## src/design/edge_clamped_box_blur_top_macros.svh

```systemverilog
// Assertion helpers for the box blur block.
`ifndef EDGE_CLAMPED_BOX_BLUR_TOP_MACROS_SVH
`define EDGE_CLAMPED_BOX_BLUR_TOP_MACROS_SVH

// Same-cycle implication, disabled during reset.
`define ECBB_ASSERT_IMPLY(label, clk, rst, ante, cons, msg) \
   label: assert property (@(posedge clk) disable iff (rst) (ante) |-> (cons)) \
      else $error(msg);

// Next-cycle implication, disabled during reset.
`define ECBB_ASSERT_NEXT(label, clk, rst, ante, cons, msg) \
   label: assert property (@(posedge clk) disable iff (rst) (ante) |=> (cons)) \
      else $error(msg);

`endif

```

## src/design/ecbb_pkg.sv

```systemverilog
`timescale 1ns / 1ps

package ecbb_pkg;

   // Sample and radius widths are fixed by the stream format.
   localparam int SAMPLE_BITS        = 16;
   localparam int RADIUS_BITS        = 6;
   localparam int MAX_RADIUS_DEFAULT = 63;

   // Input transaction payload.
   typedef struct packed {
      logic [SAMPLE_BITS-1:0] sample_in;
      logic                   last_in;
   } req_payload_type;

   // Output transaction payload.
   typedef struct packed {
      logic [SAMPLE_BITS-1:0] avg_out;
      logic                   last_out;
   } rsp_payload_type;

   // Controller to datapath commands.
   typedef struct packed {
      logic accept;      // take sample, write history, read oldest
      logic update;      // fold sample into sum and counts
      logic start_div;   // launch mean division
      logic emit;        // load output register, retire one pending output
      logic left_inc;    // saturating left edge count increment
      logic drop_issue;  // read oldest history entry
      logic drop_sub;    // remove oldest entry from the window
      logic clear;       // end of line
   } ctrl_cmd_type;

   // Datapath to controller status.
   typedef struct packed {
      logic last;        // current sample closes the line
      logic pend_nz;
      logic pend_gt_r;
      logic left_ge_r;
      logic seen_nz;
      logic div_done;
      logic out_free;    // output register can take a result this cycle
   } ctrl_status_type;

endpackage

```

## src/design/edge_clamped_box_blur_top.sv

```systemverilog
`timescale 1ns / 1ps
// Edge-clamped box blur over one line of samples.
// req_*: one sample transaction per line sample; last_in closes the line.
// rsp_*: windowed means, rounded to nearest; last_out marks the line's final mean.
// csr_*: write of the window radius (always ready); it also drops the line in
//   progress, so write it only with the block idle.
// Output i leaves once sample i+radius is in; the last sample flushes the rest.
// Sequence: a sample passes through accept, window update and decision when
//   it yields no result. A result adds a bit-serial restoring division of the
//   SAMPLE_BITS + clog2(2*MAX_RADIUS+2) bit sum, then an emit step.
//   During a flush each further result costs the division, the emit, a
//   history read when the window slides, and a decision. The divider and the
//   single history read port set the pace.
// The output register decouples the sides: the block takes the next sample
//   while a result waits, and holds before emitting another until the receiver
//   takes the first.
// Reset: radius 0 (each sample returns itself), line empty, no result pending.
//   The history memory needs no clearing pass; only written entries are used.

`include "edge_clamped_box_blur_top_macros.svh"

module edge_clamped_box_blur_top #(
   parameter int MAX_RADIUS = ecbb_pkg::MAX_RADIUS_DEFAULT
) (
   input  logic                             clock,
   input  logic                             reset,
   input  logic                             req_valid,
   output logic                             req_ready,
   input  ecbb_pkg::req_payload_type        req_payload,
   output logic                             rsp_valid,
   input  logic                             rsp_ready,
   output ecbb_pkg::rsp_payload_type        rsp_payload,
   input  logic                             csr_valid,
   output logic                             csr_ready,
   input  logic [ecbb_pkg::RADIUS_BITS-1:0] csr_data
);

   ecbb_pkg::ctrl_cmd_type    cmd;
   ecbb_pkg::ctrl_status_type status;

   assign csr_ready = 1'b1;

   // Sequencer
   ecbb_ctrl u_ctrl (
      .clock     (clock),
      .reset     (reset),
      .req_valid (req_valid),
      .req_ready (req_ready),
      .status    (status),
      .cmd       (cmd)
   );

   // Window, divider and output register
   ecbb_datapath #(
      .MAX_RADIUS (MAX_RADIUS)
   ) u_dp (
      .clock       (clock),
      .reset       (reset),
      .req_payload (req_payload),
      .rsp_valid   (rsp_valid),
      .rsp_ready   (rsp_ready),
      .rsp_payload (rsp_payload),
      .csr_valid   (csr_valid),
      .csr_data    (csr_data),
      .cmd         (cmd),
      .status      (status)
   );

   // Checks
   `ECBB_ASSERT_IMPLY(a_emit_free, clock, reset, cmd.emit, status.out_free, "result overwrote a waiting result")
   `ECBB_ASSERT_NEXT(a_one_item, clock, reset, req_valid && req_ready, !req_ready, "sample taken while one is in work")
   `ECBB_ASSERT_IMPLY(a_div_busy, clock, reset, status.div_done, !req_ready, "divider result pending in idle")

endmodule

```

## src/design/ecbb_ram.sv

```systemverilog
`timescale 1ns / 1ps

module ecbb_ram #(
   parameter int WIDTH = 16,
   parameter int DEPTH = 128
) (
   input  logic                     clock,
   input  logic                     wr_en,
   input  logic [$clog2(DEPTH)-1:0] wr_addr,
   input  logic [WIDTH-1:0]         wr_data,
   input  logic                     rd_en,
   input  logic [$clog2(DEPTH)-1:0] rd_addr,
   output logic [WIDTH-1:0]         rd_data
);

   logic [WIDTH-1:0] mem_ff [DEPTH];
   logic [WIDTH-1:0] rd_data_ff;

   // One write port, one registered read port
   always_ff @(posedge clock) begin
      if (wr_en) begin
         mem_ff[wr_addr] <= wr_data;
      end
      if (rd_en) begin
         rd_data_ff <= mem_ff[rd_addr];
      end
   end

   assign rd_data = rd_data_ff;

endmodule

```

## src/design/ecbb_ctrl.sv

```systemverilog
`timescale 1ns / 1ps

module ecbb_ctrl (
   input  logic                     clock,
   input  logic                     reset,
   input  logic                     req_valid,
   output logic                     req_ready,
   input  ecbb_pkg::ctrl_status_type status,
   output ecbb_pkg::ctrl_cmd_type    cmd
);

   typedef enum logic [4:0] {
      ST_IDLE   = 5'b00001,
      ST_UPDATE = 5'b00010,
      ST_DECIDE = 5'b00100,
      ST_DIV    = 5'b01000,
      ST_DROP   = 5'b10000
   } state_type;

   state_type state_ff;
   state_type state_in;

   // Next state and command decode
   always_comb begin
      state_in  = state_ff;
      cmd       = '0;
      req_ready = 1'b0;
      case (state_ff)
         ST_IDLE: begin
            req_ready = 1'b1;
            if (req_valid) begin
               cmd.accept = 1'b1;
               state_in   = ST_UPDATE;
            end
         end
         ST_UPDATE: begin
            cmd.update = 1'b1;
            state_in   = ST_DECIDE;
         end
         ST_DECIDE: begin
            if (status.last) begin
               if (status.pend_nz) begin
                  cmd.start_div = 1'b1;
                  state_in      = ST_DIV;
               end else begin
                  cmd.clear = 1'b1;
                  state_in  = ST_IDLE;
               end
            end else if (status.pend_gt_r) begin
               cmd.start_div = 1'b1;
               state_in      = ST_DIV;
            end else begin
               state_in = ST_IDLE;
            end
         end
         ST_DIV: begin
            if (status.div_done && status.out_free) begin
               cmd.emit = 1'b1;
               if (!status.last) begin
                  cmd.left_inc = 1'b1;
                  state_in     = ST_IDLE;
               end else if (status.left_ge_r) begin
                  // flush: window slides right past the line end
                  if (status.seen_nz) begin
                     cmd.drop_issue = 1'b1;
                     state_in       = ST_DROP;
                  end else begin
                     state_in = ST_DECIDE;
                  end
               end else begin
                  cmd.left_inc = 1'b1;
                  state_in     = ST_DECIDE;
               end
            end
         end
         ST_DROP: begin
            cmd.drop_sub = 1'b1;
            state_in     = ST_DECIDE;
         end
         default: begin
            state_in = ST_IDLE;
         end
      endcase
   end

   always_ff @(posedge clock) begin
      if (reset) begin
         state_ff <= ST_IDLE;
      end else begin
         state_ff <= state_in;
      end
   end

endmodule

```

## src/design/ecbb_datapath.sv

```systemverilog
`timescale 1ns / 1ps

module ecbb_datapath #(
   parameter int MAX_RADIUS = ecbb_pkg::MAX_RADIUS_DEFAULT
) (
   input  logic                                clock,
   input  logic                                reset,
   input  ecbb_pkg::req_payload_type           req_payload,
   output logic                                rsp_valid,
   input  logic                                rsp_ready,
   output ecbb_pkg::rsp_payload_type           rsp_payload,
   input  logic                                csr_valid,
   input  logic [ecbb_pkg::RADIUS_BITS-1:0]    csr_data,
   input  ecbb_pkg::ctrl_cmd_type              cmd,
   output ecbb_pkg::ctrl_status_type           status
);

   localparam int SB    = ecbb_pkg::SAMPLE_BITS;
   localparam int RB    = ecbb_pkg::RADIUS_BITS;
   localparam int CW    = $clog2(2 * MAX_RADIUS + 2);  // holds 2r+1
   localparam int AW    = CW;
   localparam int DEPTH = 1 << AW;
   localparam int SW    = SB + CW;                     // running sum width
   localparam int DCW   = $clog2(SW + 1);
   localparam logic [RB-1:0] RMAX = RB'(MAX_RADIUS);

   logic [RB-1:0] radius_ff, radius_in;
   logic [SW-1:0] sum_ff, sum_in;
   logic [CW-1:0] seen_ff, seen_in;
   logic [CW-1:0] pend_ff, pend_in;
   logic [CW-1:0] left_ff, left_in;
   logic [AW-1:0] wp_ff, wp_in;
   logic [SB-1:0] sample_ff;
   logic          last_ff;
   logic          drop_ff;

   logic [RB-1:0] r_sel;
   logic [CW-1:0] r_eff;
   logic [CW-1:0] win_max;
   logic          drop_needed;
   logic [SB-1:0] ram_rdata;
   logic [AW-1:0] rd_addr;

   // divider registers
   logic           div_run_ff, div_run_in;
   logic [DCW-1:0] div_cnt_ff, div_cnt_in;
   logic [SW-1:0]  div_num_ff, div_num_in;
   logic [CW-1:0]  div_rem_ff, div_rem_in;
   logic [CW-1:0]  div_den_ff;
   logic           div_zero_ff;
   logic [CW:0]    rem_sh;
   logic [CW:0]    den_ext;
   logic [CW:0]    rem_sub;
   logic           rem_ge;

   // output register
   logic                      rsp_valid_ff, rsp_valid_in;
   ecbb_pkg::rsp_payload_type rsp_data_ff;

   // Effective radius and window limits
   assign r_sel       = (radius_ff > RMAX) ? RMAX : radius_ff;
   assign r_eff       = CW'(r_sel);
   assign win_max     = CW'({r_eff, 1'b1});
   assign drop_needed = seen_ff >= win_max;
   assign rd_addr     = wp_ff - seen_ff;

   // History ring
   ecbb_ram #(
      .WIDTH (SB),
      .DEPTH (DEPTH)
   ) u_hist (
      .clock   (clock),
      .wr_en   (cmd.accept),
      .wr_addr (wp_ff),
      .wr_data (req_payload.sample_in),
      .rd_en   (cmd.accept || cmd.drop_issue),
      .rd_addr (rd_addr),
      .rd_data (ram_rdata)
   );

   // Window state next values
   always_comb begin
      radius_in = radius_ff;
      sum_in    = sum_ff;
      seen_in   = seen_ff;
      pend_in   = pend_ff;
      left_in   = left_ff;
      wp_in     = wp_ff;
      if (csr_valid || cmd.clear) begin
         if (csr_valid) begin
            radius_in = csr_data;
         end
         sum_in  = '0;
         seen_in = '0;
         pend_in = '0;
         left_in = '0;
         wp_in   = '0;
      end else begin
         if (cmd.accept) begin
            wp_in = wp_ff + AW'(1);
         end
         if (cmd.update) begin
            sum_in  = sum_ff + SW'(sample_ff) - (drop_ff ? SW'(ram_rdata) : '0);
            seen_in = drop_ff ? seen_ff : seen_ff + CW'(1);
            pend_in = pend_ff + CW'(1);
         end
         if (cmd.drop_sub) begin
            sum_in  = sum_ff - SW'(ram_rdata);
            seen_in = seen_ff - CW'(1);
         end
         if (cmd.emit) begin
            pend_in = pend_ff - CW'(1);
         end
         if (cmd.left_inc && (left_ff < r_eff)) begin
            left_in = left_ff + CW'(1);
         end
      end
   end

   always_ff @(posedge clock) begin
      if (reset) begin
         radius_ff <= '0;
         sum_ff    <= '0;
         seen_ff   <= '0;
         pend_ff   <= '0;
         left_ff   <= '0;
         wp_ff     <= '0;
      end else begin
         radius_ff <= radius_in;
         sum_ff    <= sum_in;
         seen_ff   <= seen_in;
         pend_ff   <= pend_in;
         left_ff   <= left_in;
         wp_ff     <= wp_in;
      end
   end

   // Latched sample transaction
   always_ff @(posedge clock) begin
      if (cmd.accept) begin
         sample_ff <= req_payload.sample_in;
         last_ff   <= req_payload.last_in;
         drop_ff   <= drop_needed;
      end
   end

   // Restoring divider, one quotient bit a cycle
   assign rem_sh  = {div_rem_ff, div_num_ff[SW-1]};
   assign den_ext = {1'b0, div_den_ff};
   assign rem_sub = rem_sh - den_ext;
   assign rem_ge  = rem_sh >= den_ext;

   always_comb begin
      div_run_in = div_run_ff;
      div_cnt_in = div_cnt_ff;
      div_num_in = div_num_ff;
      div_rem_in = div_rem_ff;
      if (cmd.start_div) begin
         div_run_in = 1'b1;
         div_cnt_in = DCW'(SW);
         div_num_in = sum_ff + SW'(seen_ff >> 1);
         div_rem_in = '0;
      end else if (cmd.emit) begin
         div_run_in = 1'b0;
      end else if (div_run_ff && (div_cnt_ff != '0)) begin
         div_cnt_in = div_cnt_ff - DCW'(1);
         div_num_in = {div_num_ff[SW-2:0], rem_ge};
         div_rem_in = rem_ge ? rem_sub[CW-1:0] : rem_sh[CW-1:0];
      end
   end

   always_ff @(posedge clock) begin
      if (reset) begin
         div_run_ff <= 1'b0;
      end else begin
         div_run_ff <= div_run_in;
      end
   end

   always_ff @(posedge clock) begin
      div_cnt_ff <= div_cnt_in;
      div_num_ff <= div_num_in;
      div_rem_ff <= div_rem_in;
      if (cmd.start_div) begin
         div_den_ff  <= seen_ff;
         div_zero_ff <= (seen_ff == '0);
      end
   end

   // Output register
   always_comb begin
      rsp_valid_in = rsp_valid_ff;
      if (cmd.emit) begin
         rsp_valid_in = 1'b1;
      end else if (rsp_ready) begin
         rsp_valid_in = 1'b0;
      end
   end

   always_ff @(posedge clock) begin
      if (reset) begin
         rsp_valid_ff <= 1'b0;
      end else begin
         rsp_valid_ff <= rsp_valid_in;
      end
   end

   always_ff @(posedge clock) begin
      if (cmd.emit) begin
         rsp_data_ff.avg_out  <= div_zero_ff ? '0 : div_num_ff[SB-1:0];
         rsp_data_ff.last_out <= last_ff && (pend_ff == CW'(1));
      end
   end

   assign rsp_valid   = rsp_valid_ff;
   assign rsp_payload = rsp_data_ff;

   // Status to controller
   assign status.last      = last_ff;
   assign status.pend_nz   = pend_ff != '0;
   assign status.pend_gt_r = pend_ff > r_eff;
   assign status.left_ge_r = left_ff >= r_eff;
   assign status.seen_nz   = seen_ff != '0;
   assign status.div_done  = div_run_ff && (div_cnt_ff == '0);
   assign status.out_free  = !rsp_valid_ff || rsp_ready;

endmodule
```

## config.mk

```make
export PLATFORM = sky130hd
export DESIGN_NAME = edge_clamped_box_blur_top
export DESIGN_NICKNAME = d
export VERILOG_FILES = /design/src/design/ecbb_pkg.sv /design/src/design/edge_clamped_box_blur_top.sv /design/src/design/ecbb_ram.sv /design/src/design/ecbb_ctrl.sv /design/src/design/ecbb_datapath.sv
export VERILOG_INCLUDE_DIRS = /design/src /design/src/design
export SDC_FILE = /design/constraint.sdc
export NUM_CORES = 2
export LEC_CHECK = 0
export BUFFER_PORTS_ARGS = -buffer_cell sky130_fd_sc_hd__buf_2
export CORE_MARGIN = 4
export CORE_UTILIZATION = 45
export CTS_BUF_LIST = sky130_fd_sc_hd__clkbuf_4 sky130_fd_sc_hd__clkbuf_8
export DETAILED_ROUTE_END_ITERATION = 12
export PLACE_DENSITY_LB_ADDON = 0.12
export SYNTH_ARGS = -nofsm -noshare
export SYNTH_HDL_FRONTEND = slang
export SYNTH_SLANG_ARGS = --single-unit
```

## constraint.sdc

```tcl
create_clock -name clock -period 9.95 [get_ports clock]
set_input_delay 2.4875 -clock clock [delete_from_list [all_inputs] [get_ports clock]]
set_output_delay 2.4875 -clock clock [all_outputs]
set_load 0.05 [all_outputs]
```

==> summary.txt <==
Status: completed
TritonCTS clock tree: done
Fmax: 179 MHz
First-pass GRT wire length: 323000 um
Crit share post-route: 56.2%
CP Launch Point: u_dp.wp_ff[0]
Min setup slack post-route: 4360 ps
Critical Path RT: 10730 ps
Std cell rows: 162
EDFF count, synth: 2130
Synth top area cells: edfxtp_1 (72%), mux4_2 (16%), dfxtp_1 (1.7%), ha_1 (1.4%), nor2_1 (0.99%)
Final min period: 5590 ps
Synth Area in Compound Gates: 2.10%
Syn-to-layout area delta: 12.5%
Synth cell types: 68
Core Util, Final: 51.0%
Final setup fails: 0
Sequential area share after synthesis: 73.9%
Max clock buf depth: 4
TritonRoute pass-1 iters: 5
Hold Violations, Final: 0
Syn Inst Count: 4249
Critical path cell sequence: inv_1 > ha_4 > inv_2 > fa_4 > buf_12 > buf_4 > mux4_2 > mux4_2 > mux2_2 > o22ai_1 > nor2_1
H-tree depth: 5
Vias in the first global route: 44482
Largest net degree at the start of global routing: 128
Largest family of logic cells by synthesized area: multiplexers
Reg clk slew, reported paths: 60 ps
Routed len/inst: 29.7 um
Most common cell after layout, fill and taps aside: edfxtp_1
Adder-Cell Fraction of Synth Area: 1.84%
CP peak stage delay: 1260 ps
Setup_tns: 0 ps
Static Leak: 31.9 nW
P per Cell Area: 192 nW/um^2
Fin nets: 4750
Hpwl dp: 132000 um
Simple-Gate Fraction of Synth Area: 2.53%
Max Cap Viol: 0
Slew Viols, Final: 0
Total CTS buffers: 376
Clk root buf: clkbuf_8
Total track usage: 22.0%
X dimension of the die: 452 um
Die Span Y: 452 um
Initial DRC count: 4020
Hold_sp: u_dp.div_cnt_ff[4]
Most frequent cells in the layout: edfxtp_1 (2130), mux4_2 (640), clkbuf_8 (381)
Area of the mapped netlist: 88600 um^2
Setup Buffers After CTS: 0
Final setup skew: 88.3 ps
Slew @ Worst Pin: 1290 ps
DIE AREA: 204000 um^2
CP dominant cell by count: mux4_2
CP Max Fanout: 111
Warnings from Yosys: 0
Skew-Pair Late Insertion Delay: 1080 ps
FFs w/ async S/R, synth: 0%
Slew HR: 13.6%
Area after DPL: 92700 um^2
Tot Pwr: 19.1 mW
Global route overflow: 0
Num ports: 48
Layout cells sized above 1: 31.5%
I/O Buffers: 46
Crit start category: flop
Slowest CP cell: fa_4
Placer Congestion: 0.788
Initial Util: 45.4%
#FFs+latches synth: 2206
Post-synth top flop: edfxtp_1
Hold Path Class: reg2reg
Worst vdd ir: 0.127 mV
Net Count, Synth: 4395
Leading area contributor after synthesis: edfxtp_1
Data arrival, critical path: 6380 ps
Core Area: 195000 um^2
Synthesized area per cell: 20.9 um^2
Placed Cells: 6850
Vias: 42924
Layout Cells excl Fill: 7505
Critical path class: reg2reg
Post-CTS Hold Buffers: 0
FF-to-FF Start: u_dp.wp_ff[0]
Initial antenna violation count: 16
CTS sink count: 2206
Worst hold margin: 474 ps
DRC errors left: 0
PostCTS Resize Cnt: 0
Post-synthesis mux area share: 17.3%
XOR/XNOR share of the synthesized area: 0.840%
Worst setup EP type: flop
Pre-CTS setup slack: 4390 ps
Post-synth top area share: 72.2%
RSZ-0062 raised after global routing: false
Antenna-violating nets left: 0
Final WL: 223000 um
Vias per cell: 5.72
Post-route cell area: 99700 um^2
==> layer usage <==
layer	part of all wire, %	routed length (um)	global-route usage [%]	up-vias
met5	0.030	66	0	-
met4	2.5	5490	6.18	10
met3	5.8	13000	4.08	318
met2	49	109000	35.3	1350
met1	43	95500	31.1	22977
li1	-	-	-	18269
==> report_power, final <==
group	total, mW	internal [mW]	switching [mW]
combinational	1.09	0.437	0.651
sequential	10.3	10.2	0.0485
clock	7.80	4.26	3.54
==> synth_stat cells, types with 5 or more instances <==
master	count
o211ai_1	7
a211o_1	7
buf_6	6
nor3_1	17
a21o_1	28
nand2b_1	17
xor2_1	27
o21bai_1	8
nor2_1	234
mux2i_1	13
mux4_2	640
buf_1	23
and2_1	18
a21oi_1	67
inv_1	128
o221ai_1	10
nor4_1	5
mux2_2	68
and3_1	7
ha_1	97
a31oi_1	6
a221oi_1	5
clkbuf_1	110
edfxtp_1	2130
or3_1	7
o21a_1	7
o21ai_0	70
buf_2	59
nand2_1	99
dfxtp_1	76
nor2b_1	38
nand4_1	11
fa_1	21
nand3_1	26
a211oi_1	16
xnor2_1	58
o22ai_1	33
==> final cells by class <==
cell class	count	area (um^2)
clock buffer	526	6330
tap	2624	3280
fill	15727	95700
antenna	6	15.0
clock inverter	123	703
sequential	2206	65500
timing repair buffer	176	1330
inverter	132	495
multi-input combinational	1712	22100
==> critical path, delay by kind of cell, from the launching register on <==
kind	cells	cell delay [ps]
adder cells (fa/ha/maj)	2	1430
AND/OR/NAND/NOR	1	80
AO/OA/AOI/OAI	1	420
multiplexers	3	1270
buffers and inverters	4	1460
flip-flops	1	370
==> logic make-up (layout without fill, tap and decap cells) <==
family / after synthesis / in the layout
adders and majority gates: 118 / 118
muxes: 721 / 721
DFF: 2206 / 2206
buffers and inverters: 331 / 957
xor gates and xnor gates: 85 / 85
other: 1 / 7
AOI/OAI and AO/OA: 292 / 292
and+or+nand+nor: 495 / 495
==> worst paths after layout <==
kind / slack (ps) / cells past startpoint / to
setup / recovery: 4360 / 11 / u_dp.u_hist.rd_data[5]
hold / removal: 470 / 2 / u_dp.div_cnt_ff[4]
setup reg to reg: 4360 / 11 / u_dp.u_hist.rd_data[5]
hold reg to reg: 470 / 2 / u_dp.div_cnt_ff[4]
==> registers in the layout, summed over array words and instances, names as in the netlist <==
name / cells
u_dp.div_cnt_ff: 5
u_dp.left_ff: 7
u_dp.u_hist.mem_ff: 2048
u_dp.sum_ff: 23
u_dp.div_run_ff: 1
u_dp.sample_ff: 16
u_dp.div_den_ff: 7
u_dp.seen_ff: 7
u_dp.pend_ff: 7
u_dp.div_num_ff: 23
u_dp.rsp_valid: 1
u_dp.drop_ff: 1
u_dp.radius_ff: 6
u_dp.div_rem_ff: 7
u_dp.wp_ff: 7
u_dp.last_ff: 1
u_dp.u_hist.rd_data: 16
u_ctrl.state_ff: 5
u_dp.rsp_payload: 17
u_dp.div_zero_ff: 1
(Power assumes the default switching activity.)
